[src/sv/assert_macros.svh]
`ifndef ASSERT_MACROS_SVH
`define ASSERT_MACROS_SVH

// Checked on every rising edge of clk_i once reset has been released.
`define ASSERT_CLK(name, prop, msg) \
  name: assert property (@(posedge clk_i) disable iff (!rst_ni) (prop)) else $error(msg);

// Checked on every rising edge of clk_i, reset included.
`define ASSERT_ALWAYS(name, prop, msg) \
  name: assert property (@(posedge clk_i) (prop)) else $error(msg);

`endif

[src/sv/stok_pkg.sv]
`default_nettype none

package stok_pkg;

  localparam int unsigned OUT_POS_W  = 16;
  localparam int unsigned FIFO_DEPTH = 4;
  localparam int unsigned FIFO_PTR_W = 2;
  localparam int unsigned FIFO_CNT_W = 3;

  typedef enum logic [3:0] {
    TK_END       = 4'd0,
    TK_IDENT     = 4'd1,
    TK_PRINT     = 4'd2,
    TK_NUMBER    = 4'd3,
    TK_PLUS      = 4'd4,
    TK_MINUS     = 4'd5,
    TK_MUL       = 4'd6,
    TK_DIV       = 4'd7,
    TK_ASSIGN    = 4'd8,
    TK_LPAREN    = 4'd9,
    TK_RPAREN    = 4'd10,
    TK_SEMICOLON = 4'd11,
    TK_UNKNOWN   = 4'd12
  } tok_kind_e;

  typedef enum logic [1:0] {
    MODE_IDLE   = 2'd0,
    MODE_IDENT  = 2'd1,
    MODE_NUMBER = 2'd2
  } scan_mode_e;

  localparam logic IN_BYTE = 1'b0;
  localparam logic IN_END  = 1'b1;

  localparam logic [2:0] KW_LEN  = 3'd5;
  localparam logic [2:0] KW_NONE = 3'd7;

  localparam logic [7:0] CH_NUL        = 8'h00;
  localparam logic [7:0] CH_UNDERSCORE = 8'h5F;
  localparam logic [7:0] CH_P          = 8'h70;

  typedef struct packed {
    tok_kind_e              tok_kind;
    logic [OUT_POS_W-1:0]   start_pos;
    logic [OUT_POS_W-1:0]   token_len;
    logic [7:0]             first_byte;
    logic                   last;
  } res_t;

  typedef struct packed {
    logic [1:0] n;
    res_t       r0;
    res_t       r1;
  } lex_out_t;

  function automatic logic is_alpha(input logic [7:0] c);
    return c inside {[8'h41:8'h5A], [8'h61:8'h7A]};
  endfunction

  function automatic logic is_digit(input logic [7:0] c);
    return c inside {[8'h30:8'h39]};
  endfunction

  function automatic logic is_space(input logic [7:0] c);
    return c inside {[8'h09:8'h0D], 8'h20};
  endfunction

  function automatic logic [7:0] kw_char(input logic [2:0] idx);
    logic [7:0] ch;
    case (idx)
      3'd0: ch = 8'h70;
      3'd1: ch = 8'h72;
      3'd2: ch = 8'h69;
      3'd3: ch = 8'h6E;
      3'd4: ch = 8'h74;
      default: ch = 8'h00;
    endcase
    return ch;
  endfunction

  function automatic tok_kind_e single_kind(input logic [7:0] c);
    tok_kind_e k;
    case (c)
      8'h2B: k = TK_PLUS;
      8'h2D: k = TK_MINUS;
      8'h2A: k = TK_MUL;
      8'h2F: k = TK_DIV;
      8'h3D: k = TK_ASSIGN;
      8'h28: k = TK_LPAREN;
      8'h29: k = TK_RPAREN;
      8'h3B: k = TK_SEMICOLON;
      default: k = TK_END;
    endcase
    return k;
  endfunction

endpackage

`default_nettype wire

[src/sv/stok_lexer.sv]
`default_nettype none
`include "assert_macros.svh"

module stok_lexer #(
  parameter int unsigned POSITION_BITS = 16
) (
  input  logic               clk_i,
  input  logic               rst_ni,
  input  logic               step_en_i,
  input  logic               in_kind_i,
  input  logic [7:0]         in_byte_i,
  output stok_pkg::lex_out_t lex_o
);
  import stok_pkg::*;

  localparam logic [POSITION_BITS-1:0] LenMax = '1;

  scan_mode_e               mode_q, mode_d;
  logic [POSITION_BITS-1:0] start_q, start_d;
  logic [POSITION_BITS-1:0] pos_q, pos_d;
  logic [POSITION_BITS-1:0] len_q, len_d;
  logic [2:0]               kw_q, kw_d;
  logic [7:0]               first_q, first_d;
  logic                     ended_q, ended_d;

  logic [POSITION_BITS+OUT_POS_W-1:0] pos_ext, start_ext, len_ext;
  logic [OUT_POS_W-1:0]               pos16, start16, len16;
  logic                               pending, flush_v, sec_v;
  res_t                               flush_r, sec_r;
  tok_kind_e                          single;
  logic [7:0]                         c;

  assign c         = in_byte_i;
  assign pos_ext   = {{OUT_POS_W{1'b0}}, pos_q};
  assign start_ext = {{OUT_POS_W{1'b0}}, start_q};
  assign len_ext   = {{OUT_POS_W{1'b0}}, len_q};
  assign pos16     = pos_ext[OUT_POS_W-1:0];
  assign start16   = start_ext[OUT_POS_W-1:0];
  assign len16     = len_ext[OUT_POS_W-1:0];
  assign pending   = (mode_q == MODE_IDENT) || (mode_q == MODE_NUMBER);
  assign single    = single_kind(c);

  always_comb begin
    mode_d  = mode_q;
    start_d = start_q;
    pos_d   = pos_q;
    len_d   = len_q;
    kw_d    = kw_q;
    first_d = first_q;
    ended_d = ended_q;
    flush_v = 1'b0;
    sec_v   = 1'b0;

    flush_r.tok_kind   = (mode_q == MODE_NUMBER) ? TK_NUMBER :
                         ((kw_q == KW_LEN) ? TK_PRINT : TK_IDENT);
    flush_r.start_pos  = start16;
    flush_r.token_len  = len16;
    flush_r.first_byte = first_q;
    flush_r.last       = 1'b0;

    sec_r.tok_kind   = TK_END;
    sec_r.start_pos  = pos16;
    sec_r.token_len  = '0;
    sec_r.first_byte = '0;
    sec_r.last       = 1'b1;

    if (ended_q) begin
      sec_v = 1'b1;
    end else if (in_kind_i == IN_END || c == CH_NUL) begin
      flush_v = pending;
      sec_v   = 1'b1;
      mode_d  = MODE_IDLE;
      kw_d    = '0;
      len_d   = '0;
      ended_d = 1'b1;
    end else begin
      if ((mode_q == MODE_IDENT && (is_alpha(c) || is_digit(c) || c == CH_UNDERSCORE)) ||
          (mode_q == MODE_NUMBER && is_digit(c))) begin
        if (len_q < LenMax) begin
          len_d = len_q + POSITION_BITS'(1);
        end
        if (mode_q == MODE_IDENT) begin
          if (kw_q < KW_LEN && c == kw_char(kw_q)) begin
            kw_d = kw_q + 3'd1;
          end else begin
            kw_d = KW_NONE;
          end
        end
      end else begin
        flush_v = pending;
        mode_d  = MODE_IDLE;
        kw_d    = '0;
        len_d   = '0;
        if (is_space(c)) begin
          mode_d = MODE_IDLE;
        end else if (single != TK_END) begin
          sec_v            = 1'b1;
          sec_r.tok_kind   = single;
          sec_r.token_len  = OUT_POS_W'(1);
          sec_r.first_byte = c;
        end else if (is_alpha(c) || is_digit(c)) begin
          mode_d  = is_alpha(c) ? MODE_IDENT : MODE_NUMBER;
          start_d = pos_q;
          len_d   = POSITION_BITS'(1);
          first_d = c;
          kw_d    = (is_alpha(c) && c == CH_P) ? 3'd1 : KW_NONE;
        end else begin
          sec_v            = 1'b1;
          sec_r.tok_kind   = TK_UNKNOWN;
          sec_r.token_len  = OUT_POS_W'(1);
          sec_r.first_byte = c;
        end
      end
      pos_d = pos_q + POSITION_BITS'(1);
    end

    lex_o.r1 = sec_r;
    if (flush_v) begin
      lex_o.r0      = flush_r;
      lex_o.r0.last = !sec_v;
      lex_o.n       = sec_v ? 2'd2 : 2'd1;
    end else begin
      lex_o.r0 = sec_r;
      lex_o.n  = sec_v ? 2'd1 : 2'd0;
    end
    if (!step_en_i) begin
      lex_o.n = 2'd0;
    end
  end

  always_ff @(posedge clk_i or negedge rst_ni) begin
    if (!rst_ni) begin
      mode_q  <= MODE_IDLE;
      start_q <= '0;
      pos_q   <= '0;
      len_q   <= '0;
      kw_q    <= '0;
      first_q <= '0;
      ended_q <= 1'b0;
    end else if (step_en_i) begin
      mode_q  <= mode_d;
      start_q <= start_d;
      pos_q   <= pos_d;
      len_q   <= len_d;
      kw_q    <= kw_d;
      first_q <= first_d;
      ended_q <= ended_d;
    end
  end

  `ASSERT_CLK(a_ended_freezes, ended_q |=> ended_q && $stable(pos_q) && mode_q == MODE_IDLE,
              "Position or scan mode moved after end of input.")
  `ASSERT_CLK(a_pending_len, pending |-> len_q != '0,
              "A pending token has zero length.")

endmodule

`default_nettype wire

[src/sv/stok_result_fifo.sv]
`default_nettype none
`include "assert_macros.svh"

module stok_result_fifo (
  input  logic               clk_i,
  input  logic               rst_ni,
  input  stok_pkg::lex_out_t push_i,
  input  logic               out_stall_i,
  output logic               out_valid_o,
  output stok_pkg::res_t     out_word_o,
  output logic               room_o
);
  import stok_pkg::*;

  res_t                  mem_q [FIFO_DEPTH];
  logic [FIFO_PTR_W-1:0] wr_q, wr_d, rd_q, rd_d;
  logic [FIFO_CNT_W-1:0] cnt_q, cnt_d;
  logic                  pop;

  assign out_valid_o = (cnt_q != '0);
  assign out_word_o  = mem_q[rd_q];
  assign pop         = out_valid_o && !out_stall_i;
  assign room_o      = (cnt_q <= FIFO_CNT_W'(FIFO_DEPTH - 2));

  always_comb begin
    wr_d  = wr_q + FIFO_PTR_W'(push_i.n);
    rd_d  = rd_q + FIFO_PTR_W'(pop);
    cnt_d = cnt_q + FIFO_CNT_W'(push_i.n) - FIFO_CNT_W'(pop);
  end

  always_ff @(posedge clk_i) begin
    if (push_i.n != 2'd0) begin
      mem_q[wr_q] <= push_i.r0;
    end
    if (push_i.n == 2'd2) begin
      mem_q[wr_q + FIFO_PTR_W'(1)] <= push_i.r1;
    end
  end

  always_ff @(posedge clk_i or negedge rst_ni) begin
    if (!rst_ni) begin
      wr_q  <= '0;
      rd_q  <= '0;
      cnt_q <= '0;
    end else begin
      wr_q  <= wr_d;
      rd_q  <= rd_d;
      cnt_q <= cnt_d;
    end
  end

  `ASSERT_CLK(a_no_overflow, push_i.n != 2'd0 |-> cnt_q <= FIFO_CNT_W'(FIFO_DEPTH - 2),
              "Results pushed without room for two words.")
  `ASSERT_ALWAYS(a_count_range, !rst_ni || cnt_q <= FIFO_CNT_W'(FIFO_DEPTH),
                 "Result queue count beyond its depth.")

endmodule

`default_nettype wire

[src/sv/source_tokenizer.sv]
`default_nettype none

// Source tokenizer: takes one source byte per word on the input channel and
// delivers tokens (kind, start position, length, first byte) on the output
// channel, with last marking the final token caused by an input word. A byte
// is taken every cycle unless the input stalls; it is registered, classified
// combinationally against the scan state, and its zero, one or two tokens are
// written to a four-word result queue. The queue pops one token per cycle
// unless the output stalls, and the input stalls only while the queue holds
// more than two words. The end-of-input word or a zero byte flushes any pending
// token and ends the stream; every later word gives one end token.

module source_tokenizer #(
  parameter int unsigned POSITION_BITS = 16
) (
  input  logic        clk_i,
  input  logic        rst_ni,
  input  logic        in_valid_i,
  output logic        in_stall_o,
  input  logic        kind_i,
  input  logic [7:0]  byte_in_i,
  output logic        out_valid_o,
  input  logic        out_stall_i,
  output logic [3:0]  token_kind_o,
  output logic [15:0] start_pos_o,
  output logic [15:0] token_len_o,
  output logic [7:0]  first_byte_o,
  output logic        last_o
);
  import stok_pkg::*;

  logic       in_vld_q;
  logic       in_kind_q;
  logic [7:0] in_byte_q;
  logic       step_en;
  logic       room;
  logic       accept;
  lex_out_t   lex;
  res_t       out_word;

  assign step_en    = in_vld_q && room;
  assign in_stall_o = in_vld_q && !room;
  assign accept     = in_valid_i && !in_stall_o;

  always_ff @(posedge clk_i or negedge rst_ni) begin
    if (!rst_ni) begin
      in_vld_q <= 1'b0;
    end else if (accept) begin
      in_vld_q <= 1'b1;
    end else if (step_en) begin
      in_vld_q <= 1'b0;
    end
  end

  always_ff @(posedge clk_i) begin
    if (accept) begin
      in_kind_q <= kind_i;
      in_byte_q <= byte_in_i;
    end
  end

  stok_lexer #(
    .POSITION_BITS(POSITION_BITS)
  ) u_lexer (
    .clk_i     (clk_i),
    .rst_ni    (rst_ni),
    .step_en_i (step_en),
    .in_kind_i (in_kind_q),
    .in_byte_i (in_byte_q),
    .lex_o     (lex)
  );

  stok_result_fifo u_result_fifo (
    .clk_i       (clk_i),
    .rst_ni      (rst_ni),
    .push_i      (lex),
    .out_stall_i (out_stall_i),
    .out_valid_o (out_valid_o),
    .out_word_o  (out_word),
    .room_o      (room)
  );

  assign token_kind_o = out_word.tok_kind;
  assign start_pos_o  = out_word.start_pos;
  assign token_len_o  = out_word.token_len;
  assign first_byte_o = out_word.first_byte;
  assign last_o       = out_word.last;

endmodule

`default_nettype wire
[config.mk]
export PLATFORM = sky130hd
export DESIGN_NAME = source_tokenizer
export DESIGN_NICKNAME = d
export VERILOG_FILES = /design/src/sv/stok_pkg.sv /design/src/sv/stok_lexer.sv /design/src/sv/stok_result_fifo.sv /design/src/sv/source_tokenizer.sv
export VERILOG_INCLUDE_DIRS = /design/src /design/src/sv
export SDC_FILE = /design/constraint.sdc
export NUM_CORES = 1
export LEC_CHECK = 0
export BUFFER_PORTS_ARGS = -buffer_cell sky130_fd_sc_hd__buf_2
export CORE_MARGIN = 2
export CORE_UTILIZATION = 40
export DETAILED_ROUTE_END_ITERATION = 7
export GPL_ROUTABILITY_DRIVEN = 0
export PLACE_DENSITY = 0.61
export SLEW_MARGIN = 20
export SYNTH_ARGS = -nofsm -noshare
export SYNTH_HDL_FRONTEND = slang
export SYNTH_SLANG_ARGS = --single-unit
[constraint.sdc]
create_clock -name clk_i -period 12.95 [get_ports clk_i]
set_input_delay 0.6475 -clock clk_i [delete_from_list [all_inputs] [get_ports clk_i]]
set_output_delay 0.6475 -clock clk_i [all_outputs]
set_load 0.02 [all_outputs]
# Yosys cells after proc, flatten, opt, wreduce, memory -nomap -nowiden
# Memory sizes are Yosys's and may differ from the RTL's.
# Index checks and enable logic that the tools add are counted.
# totals
register_bits,79
ramBits,180
inputBits,13
output_inout_bits,47
word_cells,156
mem_count,1
# classes
n_addsub,8
magnitude_cmp,11
eq_ne,23
muxes,61
bitwise_logic,5
reduce_logical,34
# mem_list
name,words,word_bits,rd,rd_clocked_by_memory_dff,wr,line,text
u_result_fifo.mem_q,4,45,1,0,2,stok_result_fifo.sv:15,res_t mem_q [FIFO_DEPTH];
# ops
op,n
$mux 24,5
$mux 16,5
$eq 8x6->1 const B,9
$mux 47,1
$pmux 7 s5,1
$add 16x1->16 const B,2
$mux 8,4
$pmux 4 s8,1
$mux 4,7
$mux 3,8
$mux 1,19
$mux 2,9
$eq 8x7->1 const B,2
$ge 8x7->1 const B,2
$le 8x7->1 const B,2
$lt 16x16->1 const B,1
$logic_and 1x1->1,12
$reduce_and 3->1,4
$mux 9,1
$eq 8x8->1,1
$ge 8x4->1 const B,1
$ge 8x6->1 const B,1
$le 8x4->1 const B,1
$le 8x6->1 const B,1
other kinds (25),42

# Longest topological paths before layout
# Gate-level depths: netlist (run 1).
# logic_depth
ltp_word,16
mapped_depth,17
mapped_depth_nobuf,13

# Modules after synthesis
# A second synthesis (run 1) with hierarchy kept.
# unflattened
cells_unflattened,943
hier_area_um2,13793.2
# modules_own_cells
mod,n_inst,cells_each,area_per_inst_um2,seq_area_each_um2
stok_result_fifo,1,476,9231.4,5580.4
stok_lexer,1,452,4227.8,1551.5
source_tokenizer,1,15,334.1,295.3

# Least setup slack after synthesis (run 1)
# Ideal clock, no wire load.
# synth_timing
path_kind,register -> register
startpoint,register in_byte_q[0]
endpoint,"memory u_result_fifo.mem_q[3][1] (netlist bit), enable pin"
setup_ps,386
arrival_ps,4003
t_required_ps,12564
path_slack_ps,8561
path_stages_with_launch,15
path_buffers,5
synth_period_minus_slack_ps,4389
path_cell_list,edfxtp_1 > nor4_4 > a2bb2oi_2 > nand3_1 > a211o_1 > buf_6 > inv_4 > buf_6 > buf_6 > ha_1 > nand3_1 > or4_1 > clkbuf_1 > clkbuf_1 > nand2_1
# synth_lines
element,line,text
from (decl),source_tokenizer.sv:34,logic [7:0] in_byte_q;
from (signal assigned),source_tokenizer.sv:58,in_byte_q <= byte_in_i;
to (decl),stok_result_fifo.sv:15,

==> results of run 1 <==
-- cells in the final DEF (no fill, tap or decap), drive strengths merged, types with 28 or more instances in the layout --
| cell type | netlist | final |
|---|---|---|
| edfxtp | 125 | 125 |
| o21ai | 91 | 91 |
| nand2 | 83 | 83 |
| buf | 42 | 79 |
| a22o | 70 | 70 |
| dfrtp | 70 | 70 |
| dfxtp | 64 | 64 |
| nand3 | 58 | 58 |
| nor2 | 47 | 47 |
| mux4 | 45 | 45 |
| clkbuf | 40 | 43 |
| o2bb2ai | 28 | 28 |
-- per-stage QoR --
stage	setup WS [ns]	hold WS (ns)	util, %
floorplan	8.56	0.352	-
global placement	8.08	0.430	42.3
detailed placement	8.01	0.442	42.3
CTS	8.00	0.0419	45.5
global route	7.54	0.0631	45.5
finish	8.00	0.0389	45.5
-- per-layer routing --
layer | wire length [um] | share of wire, %
met5 | 0 | 0
met3 | 1880 | 6.3
met2 | 13900 | 47
met1 | 13600 | 46
met4 | 352 | 1.2
-- kinds of logic (layout without fill, tap and decap cells) --
group,count (synthesis),count (layout),synth area share [%]
simple gates,262,262,10.7
compound gates,262,262,15.0
mux,73,73,10.8
xor+xnor,36,36,2.57
fa+ha+maj,16,16,1.69
buf+inv,107,156,3.80
flops,259,259,55.4
-- final timing paths --
| path | to | slack [ns] |
|---|---|---|
| worst max-delay path | u_result_fifo.mem_q[1][26]$_DFFE_PP_ | 8.00 |
| worst min-delay path | u_lexer.pos16[5]$_DFFE_PN0P_ | 0.04 |
| worst max register to register | u_result_fifo.mem_q[1][26]$_DFFE_PP_ | 8.00 |
| worst min register to register | u_result_fifo.mem_q[0][19]$_SDFFE_PP0N_ | 0.45 |
| max in group asynchronous | u_result_fifo.rd_q[0]$_DFF_PN0_ | 11.93 |
| min in group clk_i | in_byte_q[6]$_DFFE_PP_ | 0.27 |
-- sequential cells by signal, indices dropped and copies added (netlist names), 3 cells and up --
| register | count |
|---|---|
| in_byte_q | 8 |
| u_lexer.pos16 | 16 |
| u_lexer.start16 | 16 |
| u_lexer.len16 | 16 |
| u_result_fifo.mem_q | 180 |
| u_lexer.kw_q | 3 |
| u_lexer.first_q | 8 |
| u_result_fifo.cnt_q | 3 |
-- power by group through the flow --
stage	registers (W)	logic, W	clock network (W)
3_5_place_dp	0.00112	0.000765	0
5_1_grt	0.00112	0.000821	0.000862
4_1_cts	0.00110	0.000767	0.000828
3_3_place_gp	0.00111	0.000760	0
6_report	0.00110	0.000753	0.000813
2_1_floorplan	0.00105	0.000578	0
-- critical path: cells and delay by family (launching register included) --
family	cells	cell delay (ns)
fa+ha+maj	1	0.33
compound gates	3	0.99
simple gates	6	2.48
buf+inv	1	0.29
flops	1	0.70
-- final cells by class --
type,count,area [sq um],area share (%)
Clock buffer,43,840,6.08
Clock inverter,9,123,0.888
Inverter,25,96.3,0.698
Multi-Input combinational cell,649,5010,36.3
Sequential cell,259,6790,49.2
Tap cell,396,495,3.59
Timing Repair Buffer,79,448,3.25
==> flow_summary.ini, run 1 <==
[sta]
slew_violations = 0
finalSetupTns_ns = 0
fin_crit_ns = 4.95
relSlewSlack_pct = 30.3
final.setup_skew_ns = 0.00988
grt_setup_unrepaired = no
setup_viol = 0
clock.fmax_mhz = 202
fin_crit_sh_pct = 38.2
hold_viol_final = 0
worst_pin_slew_ns = 1.05

[outcome]
outcome = complete, no violations

[final_layout]
drive_gt1_share_pct = 20.2
design_area_sq_um = 13800
stdcell_count = 1460
fin_nets = 1071
antennaDiodeCount = 0
fillers = 2794
syn_to_final_growth_pct = 12.6

[route]
drcViolationCount = 0
ant_nets = 0
vias = 8345
drt-pass1-iter-count = 8
first_iter_violations = 701
wl_per_cell_um = 20.4
routed_wl_um = 29700
vias_per_cell = 5.72

[power]
power_w = 0.00267
powerDensity_nw_per_um2 = 193
p_switching_w = 0.000911
intPower_w = 0.00176
irDropWorstVdd_v = 0.000109
leakage_nw = 5.09
p_comb_share_pct = 28.2
power.share.sequential_pct = 41.4
pwr-share-clk_pct = 30.5
swShare_pct = 34.1

[logic_synthesis]
ys_seq_area_share_pct = 55.4
ys.flop_type = edfxtp_1
syn-instance-count = 1015
ys_warn_count = 0
synth_top_area_cell = edfxtp_1
synthArstFlopShare_pct = 27.0
synth_top_area_share_pct = 30.6
yosysUniqueCellTypes = 76
avgSynthCellArea_sq_um = 12.1
synth_edf_count = 125
synth_common_cells = 125 x edfxtp_1, 83 x nand2_1, 70 x a22o_1, 70 x dfrtp_1, 64 x dfxtp_1
ys_top_cells_by_area = edfxtp_1 31%, dfrtp_1 14%, dfxtp_1 10%
yosysMostFrequentCell = edfxtp_1
syn_area_sq_um = 12300
synth_nets = 1044
synth_seq_cells = 259

[cts]
cts_tree = done
post_cts_resized = 0
clock_latency_ns = 0.55
cts_setup_buffers = 0
cts_max_level = 1
cts_buffers = 28
cts_root_buf = clkbuf_16
clkTransAtPathRegs_ns = 0.06
ctsHoldBuffers = 0
clockBufferDepth = 3
cts_sinks = 259

[critical_path]
critPathMaxFanout = 25
crit_slowest_cell = nor2_4
setup.worst_path.class = flip-flop to flip-flop
startpoint = in_byte_q[2]$_DFFE_PP_
cp.arrival_ns = 5.37
path_cells = nor4_4, a2bb2oi_2, nand3_1, a211o_1, inv_4, ha_1, nor2_1, nor2_1, nand3_1, nor2_4, a22o_1
critPathCaptureType = flip-flop
cp.required_ns = 13.36
r2r_cells = 11
worstReg2RegStart = in_byte_q[2]$_DFFE_PP_
cp_slowest_stage_delay_ns = 0.87
crit_path_start_kind = flip-flop

[global_route]
grtUsageMet3_pct = 3.29
grt_pass1_wl_um = 47000
use_met1_pct = 27.4
met2_usage_pct = 30.1
top_usage_layer = met2
grt_antenna_before_repair = 0
grt_start_max_net_pins = 46
grt_use_total_pct = 19.0
grt-ovfl-total = 0
grt_pass1_vias = 8144

[min_path]
hold_class = input port to async pin

[floorplanning]
die_area_sq_um = 32100
die_h_um = 179
start_util_pct = 40.4
boundaryPins = 60
die_w_um = 179
design.core.area_sq_um = 30300
rows = 64

[placement]
placed_area_sq_um = 12800
dpl.cell_count = 1408
port_buffers = 59
hpwl_um = 18800

[flow_run]
drv_cap = 0
Power figures use the tool's default switching activity.
==> run 2, diff against run 1 <==
ABC_AREA = 1   (was not set)
PLACE_DENSITY = 0.63   (was 0.61)
clock period = 4.5 ns   (was 12.95 ns; I/O delays follow)
==> run 2 against run 1 <==
  * Cell count rose by 44%
  * Worst hold slack improved by 0.089 ns
  * Sequential share of layout area fell by 3.3 points
  * Die area rose by 6.4%
  * Maximum frequency rose by 20%
  * Global-route usage rose by 3.4 points
  * Power rose to 3.1 times the previous value
  * Clock power rose to 3.0 times the previous value
  * Critical path depth rose by 8
  * Synthesized cell count rose by 59%
  * Critical path type unchanged
==> flow_summary.ini, run 2 <==
[cts]
cts_root_buf = clkbuf_16
ctsHoldBuffers = 11
cts_setup_buffers = 0
clockBufferDepth = 3
cts_max_level = 1
post_cts_resized = 0
cts_sinks = 259
clkTransAtPathRegs_ns = 0.06
cts_tree = done
clock_latency_ns = 0.58
cts_buffers = 29

[logic_synthesis]
synth_edf_count = 125
synth_top_area_cell = edfxtp_1
synth_common_cells = 437 x nand2_1, 193 x o21ai_0, 147 x nor2_1
synth_xor_area_share_pct = 1.61
synth_compound_area_share_pct = 11.0
yosysUniqueCellTypes = 40
synth_top_area_share_pct = 28.8
synth-adder-area-share_pct = 1.59
ys_top_cells_by_area = edfxtp_1 29%, dfrtp_1 13%, nand2_1 13%
synthArstFlopShare_pct = 27.0
synth_top_family_by_area = simple AND/OR/NAND/NOR gates
yosysMostFrequentCell = nand2_1
synth_seq_cells = 259
ys_seq_area_share_pct = 52.0
ys_warn_count = 0
avgSynthCellArea_sq_um = 8.11
syn-instance-count = 1609
ys.flop_type = edfxtp_1
synth-simple-area-share_pct = 26.9
synth_mux_area_share_pct = 0
synth_nets = 1638
syn_area_sq_um = 13100

[sta]
whs_ns = 0.128
clock.fmax_mhz = 243
final.setup_skew_ns = 0.0322
fin_crit_ns = 4.12
fin_ws_ns = 0.382
worst_pin_slew_ns = 1.02
finalSetupTns_ns = 0
slew_violations = 0
hold_viol_final = 0
fin_crit_sh_pct = 91.5
setup_viol = 0
relSlewSlack_pct = 31.9
grt_setup_unrepaired = no

[floorplanning]
start_util_pct = 40.3
die_h_um = 185
design.core.area_sq_um = 32400
boundaryPins = 60
rows = 66
die_w_um = 185
die_area_sq_um = 34100

[route]
vias = 11500
drt-pass1-iter-count = 6
ant_nets = 0
routed_wl_um = 37900
wl_per_cell_um = 18.0
vias_per_cell = 5.47
first_iter_violations = 1324
drcViolationCount = 0

[final_layout]
largest_register = u_result_fifo.mem_q
final_common_cell = nand2_1
fillers = 3134
largest_reg_flops = 180
syn_to_final_growth_pct = 13.3
drive_gt1_share_pct = 9.01
fin_nets = 1671
layout_common_cells = 437 x nand2_1, 193 x o21ai_0, 147 x nor2_1
antennaDiodeCount = 0
final_util_pct = 45.7

[global_route]
grt_start_max_net_pins = 92
grt_pass1_vias = 10900
grt-ovfl-total = 0
grt_use_total_pct = 22.4
grt_antenna_before_repair = 1
grt_pass1_wl_um = 60000

[critical_path]
cp.arrival_ns = 4.57
cpLargestDelayFamily = simple AND/OR/NAND/NOR gates
path_cells = nand2_1, nor2_1, nand2_1, nand4_1, nand2_1, nand2_2, nand2_8, nand3_4, inv_1, ha_1, inv_1, nor2_1, inv_1, nor2_1, nand2_1, nand2_1, inv_1, nand2_1, o21ai_0
crit_path_start_kind = flip-flop
cp_common_cell = nand2_1
cp.required_ns = 4.95
critPathMaxFanout = 45
path_buf_inv = 4
critPathCaptureType = flip-flop
setup.worst_path.class = flip-flop to flip-flop
cp_slowest_stage_delay_ns = 0.54
crit_slowest_cell = edfxtp_1

[power]
swShare_pct = 40.0
p_comb_share_pct = 35.3
powerDensity_nw_per_um2 = 568
power.share.sequential_pct = 36.0
intPower_w = 0.00504
pwr-share-clk_pct = 28.8
leakage_nw = 6.29
p_switching_w = 0.00336
irDropWorstVdd_v = 0.000341

[placement]
place_ws_ns = 0.423
hpwl_um = 23600
port_buffers = 59

[flow_run]
drv_cap = 0

[min_path]
hold_class = input port to flip-flop

[outcome]
outcome = complete, no violations
[run 2: cell types whose count changed after synthesis, moves of 25 or more]
cell       before  now
a22o_1         70    0
inv_1          24  118
mux2_2         25    0
mux4_2         45    0
nand2_1        83  437
nand3_1        58  135
nand4_1         5   61
nor2_1         43  147
o21ai_0        60  193
o22ai_1        12   46
o2bb2ai_1      28    0
[run 2: metal layers]
layer | share of wire [%] | vias up | wire [um] | GRT usage, %
met1 | 44 | 5451 | 16500 | 30.9
met4 | 2.2 | 2 | 840 | 6.89
met3 | 9.3 | 74 | 3520 | 4.62
met5 | 0.024 | - | 9 | 0
met2 | 45 | 515 | 17000 | 35.5
li1 | - | 5490 | - | -
[run 2: metrics by stage]
step | cell area, sq um | power [W] | instances
after floorplan | 13100 | 0.00492 | 1609
final | 14800 | 0.00841 | 2107
after detailed placement | 13700 | 0.00602 | 2042
after global placement | 13700 | 0.00598 | 2042
after CTS | 14800 | 0.00845 | 2107
after global routing | 14800 | 0.00884 | 2107
[run 2: power groups by stage]
stage                     logic (W)  clock network, W  registers, W
after global placement      0.00292                 0       0.00306
after global routing        0.00323           0.00255       0.00306
after detailed placement    0.00295                 0       0.00306
after floorplan             0.00192                 0       0.00300
final                       0.00297           0.00242       0.00302
after CTS                   0.00297           0.00246       0.00302
[run 2: layout make-up]
class / count / area (sq um) / share of cell area, %
Clock inverter: 14 / 170 / 1.15
Tap cell: 442 / 553 / 3.74
Sequential cell: 259 / 6790 / 45.9
Inverter: 131 / 493 / 3.33
Timing Repair Buffer: 93 / 618 / 4.18
Clock buffer: 40 / 807 / 5.45
Multi-Input combinational cell: 1128 / 5370 / 36.3
[run 2: cells by family after synthesis]
logic type      after synthesis
compound gates              270
xor+xnor                     24
fa+ha+maj                    16
buf+inv                     222
flops                       259
simple gates                818
[run 2: path summary, 6_finish.rpt]
check / end / from / slack, ns / cells past startpoint
worst max register to register: u_result_fifo.mem_q[1][13]$_SDFFE_PP0N_ / in_byte_q[4]$_DFFE_PP_ / 0.38 / 19
worst min-delay path: u_result_fifo.rd_q[0]$_DFF_PN0_ / out_stall_i / 0.13 / 3
worst max-delay path: u_result_fifo.mem_q[1][13]$_SDFFE_PP0N_ / in_byte_q[4]$_DFFE_PP_ / 0.38 / 19
max in group asynchronous: u_result_fifo.rd_q[0]$_DFF_PN0_ / rst_ni / 3.48 / 2
worst min register to register: u_result_fifo.mem_q[1][20]$_SDFFE_PP0N_ / u_result_fifo.mem_q[1][20]$_SDFFE_PP0N_ / 0.45 / 2
min in group asynchronous: u_lexer.kw_q[0]$_DFFE_PN0P_ / rst_ni / 0.34 / 2
[run 2: tightest hold or removal path, stage by stage]
cell	delay, ns
buf_2	0.09
a21oi_1	0.08
ha_1	0.28
==> run 3, diff against run 2 <==
==> constraint.sdc (replaced) <==
create_clock -name clk_i -period 4.5 [get_ports clk_i]
set_input_delay 0.675 -clock clk_i [delete_from_list [all_inputs] [get_ports clk_i]]
set_output_delay 0.675 -clock clk_i [all_outputs]
set_load 0.02 [all_outputs]
==> run 3 against run 2 <==
  * Setup slack improved by 0.23 ns
  * Die area unchanged
  * Critical path depth decreased by 2
  * Power fell by 2.3%
  * Largest cell class unchanged
  * Worst hold slack worse by 0.10 ns
  * Critical endpoint is now u_result_fifo.mem_q[3][35]$_DFFE_PP_
  * First-iteration DRC count is 5.6% higher
==> flow_summary.ini, run 3 (synthesis results as in run 2) <==
[floorplanning]
die_w_um = 185
boundaryPins = 60
start_util_pct = 40.3
design.core.area_sq_um = 32400
die_area_sq_um = 34100
rows = 66
die_h_um = 185

[critical_path]
cp_slowest_stage_delay_ns = 0.55
cp.required_ns = 4.73
r2r_setup_slack_ns = 0.61
critPathCaptureType = flip-flop
cp_common_cell = inv_1
cp.arrival_ns = 4.12
critPathMaxFanout = 45
setup.worst_path.class = flip-flop to flip-flop
path_cells = nand2_1, nor2_1, nand2_1, nor2_1, inv_1, nand2_2, nand2_8, nand3_4, inv_1, ha_1, inv_1, a21oi_2, inv_1, nor2_2, inv_1, nand2_2, buf_4
crit_path_start_kind = flip-flop
crit_slowest_cell = edfxtp_1
cpLargestDelayFamily = simple AND/OR/NAND/NOR gates
path_buf_inv = 6

[placement]
dpl.cell_count = 2046
hpwl_um = 23400
port_buffers = 59

[sta]
hold_viol_final = 0
relSlewSlack_pct = 23.7
slew_violations = 0
fin_crit_ns = 3.89
grt_setup_unrepaired = no
finalSetupTns_ns = 0
clock.fmax_mhz = 257
final.setup_skew_ns = 0.0209
fin_crit_sh_pct = 86.4
worst_pin_slew_ns = 1.14
setup_viol = 0

[global_route]
grt-ovfl-total = 0
grt_pass1_wl_um = 58900
grt_use_total_pct = 21.9
grt_pass1_vias = 10900
grt_antenna_before_repair = 0
grt_start_max_net_pins = 92

[cts]
clockBufferDepth = 3
cts_tree = done
cts_buffers = 29
cts_max_level = 1
clock_latency_ns = 0.55
ctsHoldBuffers = 0
cts_sinks = 259
cts_root_buf = clkbuf_16
post_cts_resized = 0
clkTransAtPathRegs_ns = 0.06
cts_setup_buffers = 0

[route]
vias_per_cell = 5.43
first_iter_violations = 1398
drt-pass1-iter-count = 6
routed_wl_um = 37200
ant_nets = 0
vias = 11400
drcViolationCount = 0
wl_per_cell_um = 17.7

[final_layout]
syn_to_final_growth_pct = 12.1
layout_common_cells = 437 x nand2_1, 193 x o21ai_0, 147 x nor2_1
fin_nets = 1664
final_common_cell = nand2_1
largest_reg_flops = 180
stdcell_count = 2100
antennaDiodeCount = 0
drive_gt1_share_pct = 9.35
largest_register = u_result_fifo.mem_q

[min_path]
hold_class = input port to async pin

[power]
leakage_nw = 6.24
irDropWorstVdd_v = 0.000342
powerDensity_nw_per_um2 = 561

[flow_run]
drv_cap = 0

[outcome]
outcome = complete, no violations
## run 3: worst paths after layout
path	startpoint	to	cells past startpoint
worst min-delay path	rst_ni	u_lexer.len16[5]$_DFFE_PN0P_	1
max in group asynchronous	rst_ni	u_lexer.pos16[15]$_DFFE_PN0P_	2
worst min register to register	u_result_fifo.mem_q[2][12]$_SDFFE_PP0P_	u_result_fifo.mem_q[2][12]$_SDFFE_PP0P_	2
worst max register to register	in_byte_q[4]$_DFFE_PP_	u_result_fifo.mem_q[3][35]$_DFFE_PP_	17
min in group clk_i	byte_in_i[4]	in_byte_q[4]$_DFFE_PP_	1
worst max-delay path	in_byte_q[4]$_DFFE_PP_	u_result_fifo.mem_q[3][35]$_DFFE_PP_	17
## run 3: metrics by stage
stage / power, W / area, sq um / utilization (%) / hold slack (ns) / worst slack [ns]
after floorplan: 0.00492 / 13100 / - / 0.379 / 0.818
after global placement: 0.00593 / 13700 / 42.4 / 0.434 / 0.767
after detailed placement: 0.00597 / 13700 / 42.4 / 0.440 / 0.639
after CTS: 0.00824 / 14600 / 45.2 / 0.0330 / 0.617
after global routing: 0.00864 / 14600 / 45.2 / 0.0421 / 0.221
final: 0.00822 / 14600 / 45.2 / 0.0255 / 0.614
## run 3: metal layers
| metal | vias up | share of wire [%] | routed length (um) | GRT usage (%) |
|---|---|---|---|---|
| li1 | 5458 | - | - | - |
| met1 | 5393 | 45 | 16700 | 30.7 |
| met2 | 470 | 44 | 16500 | 34.7 |
| met3 | 76 | 8.3 | 3090 | 3.83 |
| met4 | 0 | 2.4 | 884 | 6.51 |
| met5 | - | 0 | 0 | 0 |
## run 3: cell type report
type                       instances  area, sq um
multi-input combinational       1128         5370
inverter                         131          492
clock buffer                      38          800
sequential                       259         6790
tap                              442          553
clock inverter                    16          115
fill                            3217        17700
timing repair buffer              86          526
## run 3: report_power, final
part | total [W] | internal, W | switching (W) | leakage (nW)
Sequential | 0.00303 | 0.00285 | 0.000184 | 2.64
Clock | 0.00227 | 0.00131 | 0.000961 | 0.461
Combinational | 0.00292 | 0.000759 | 0.00216 | 3.15
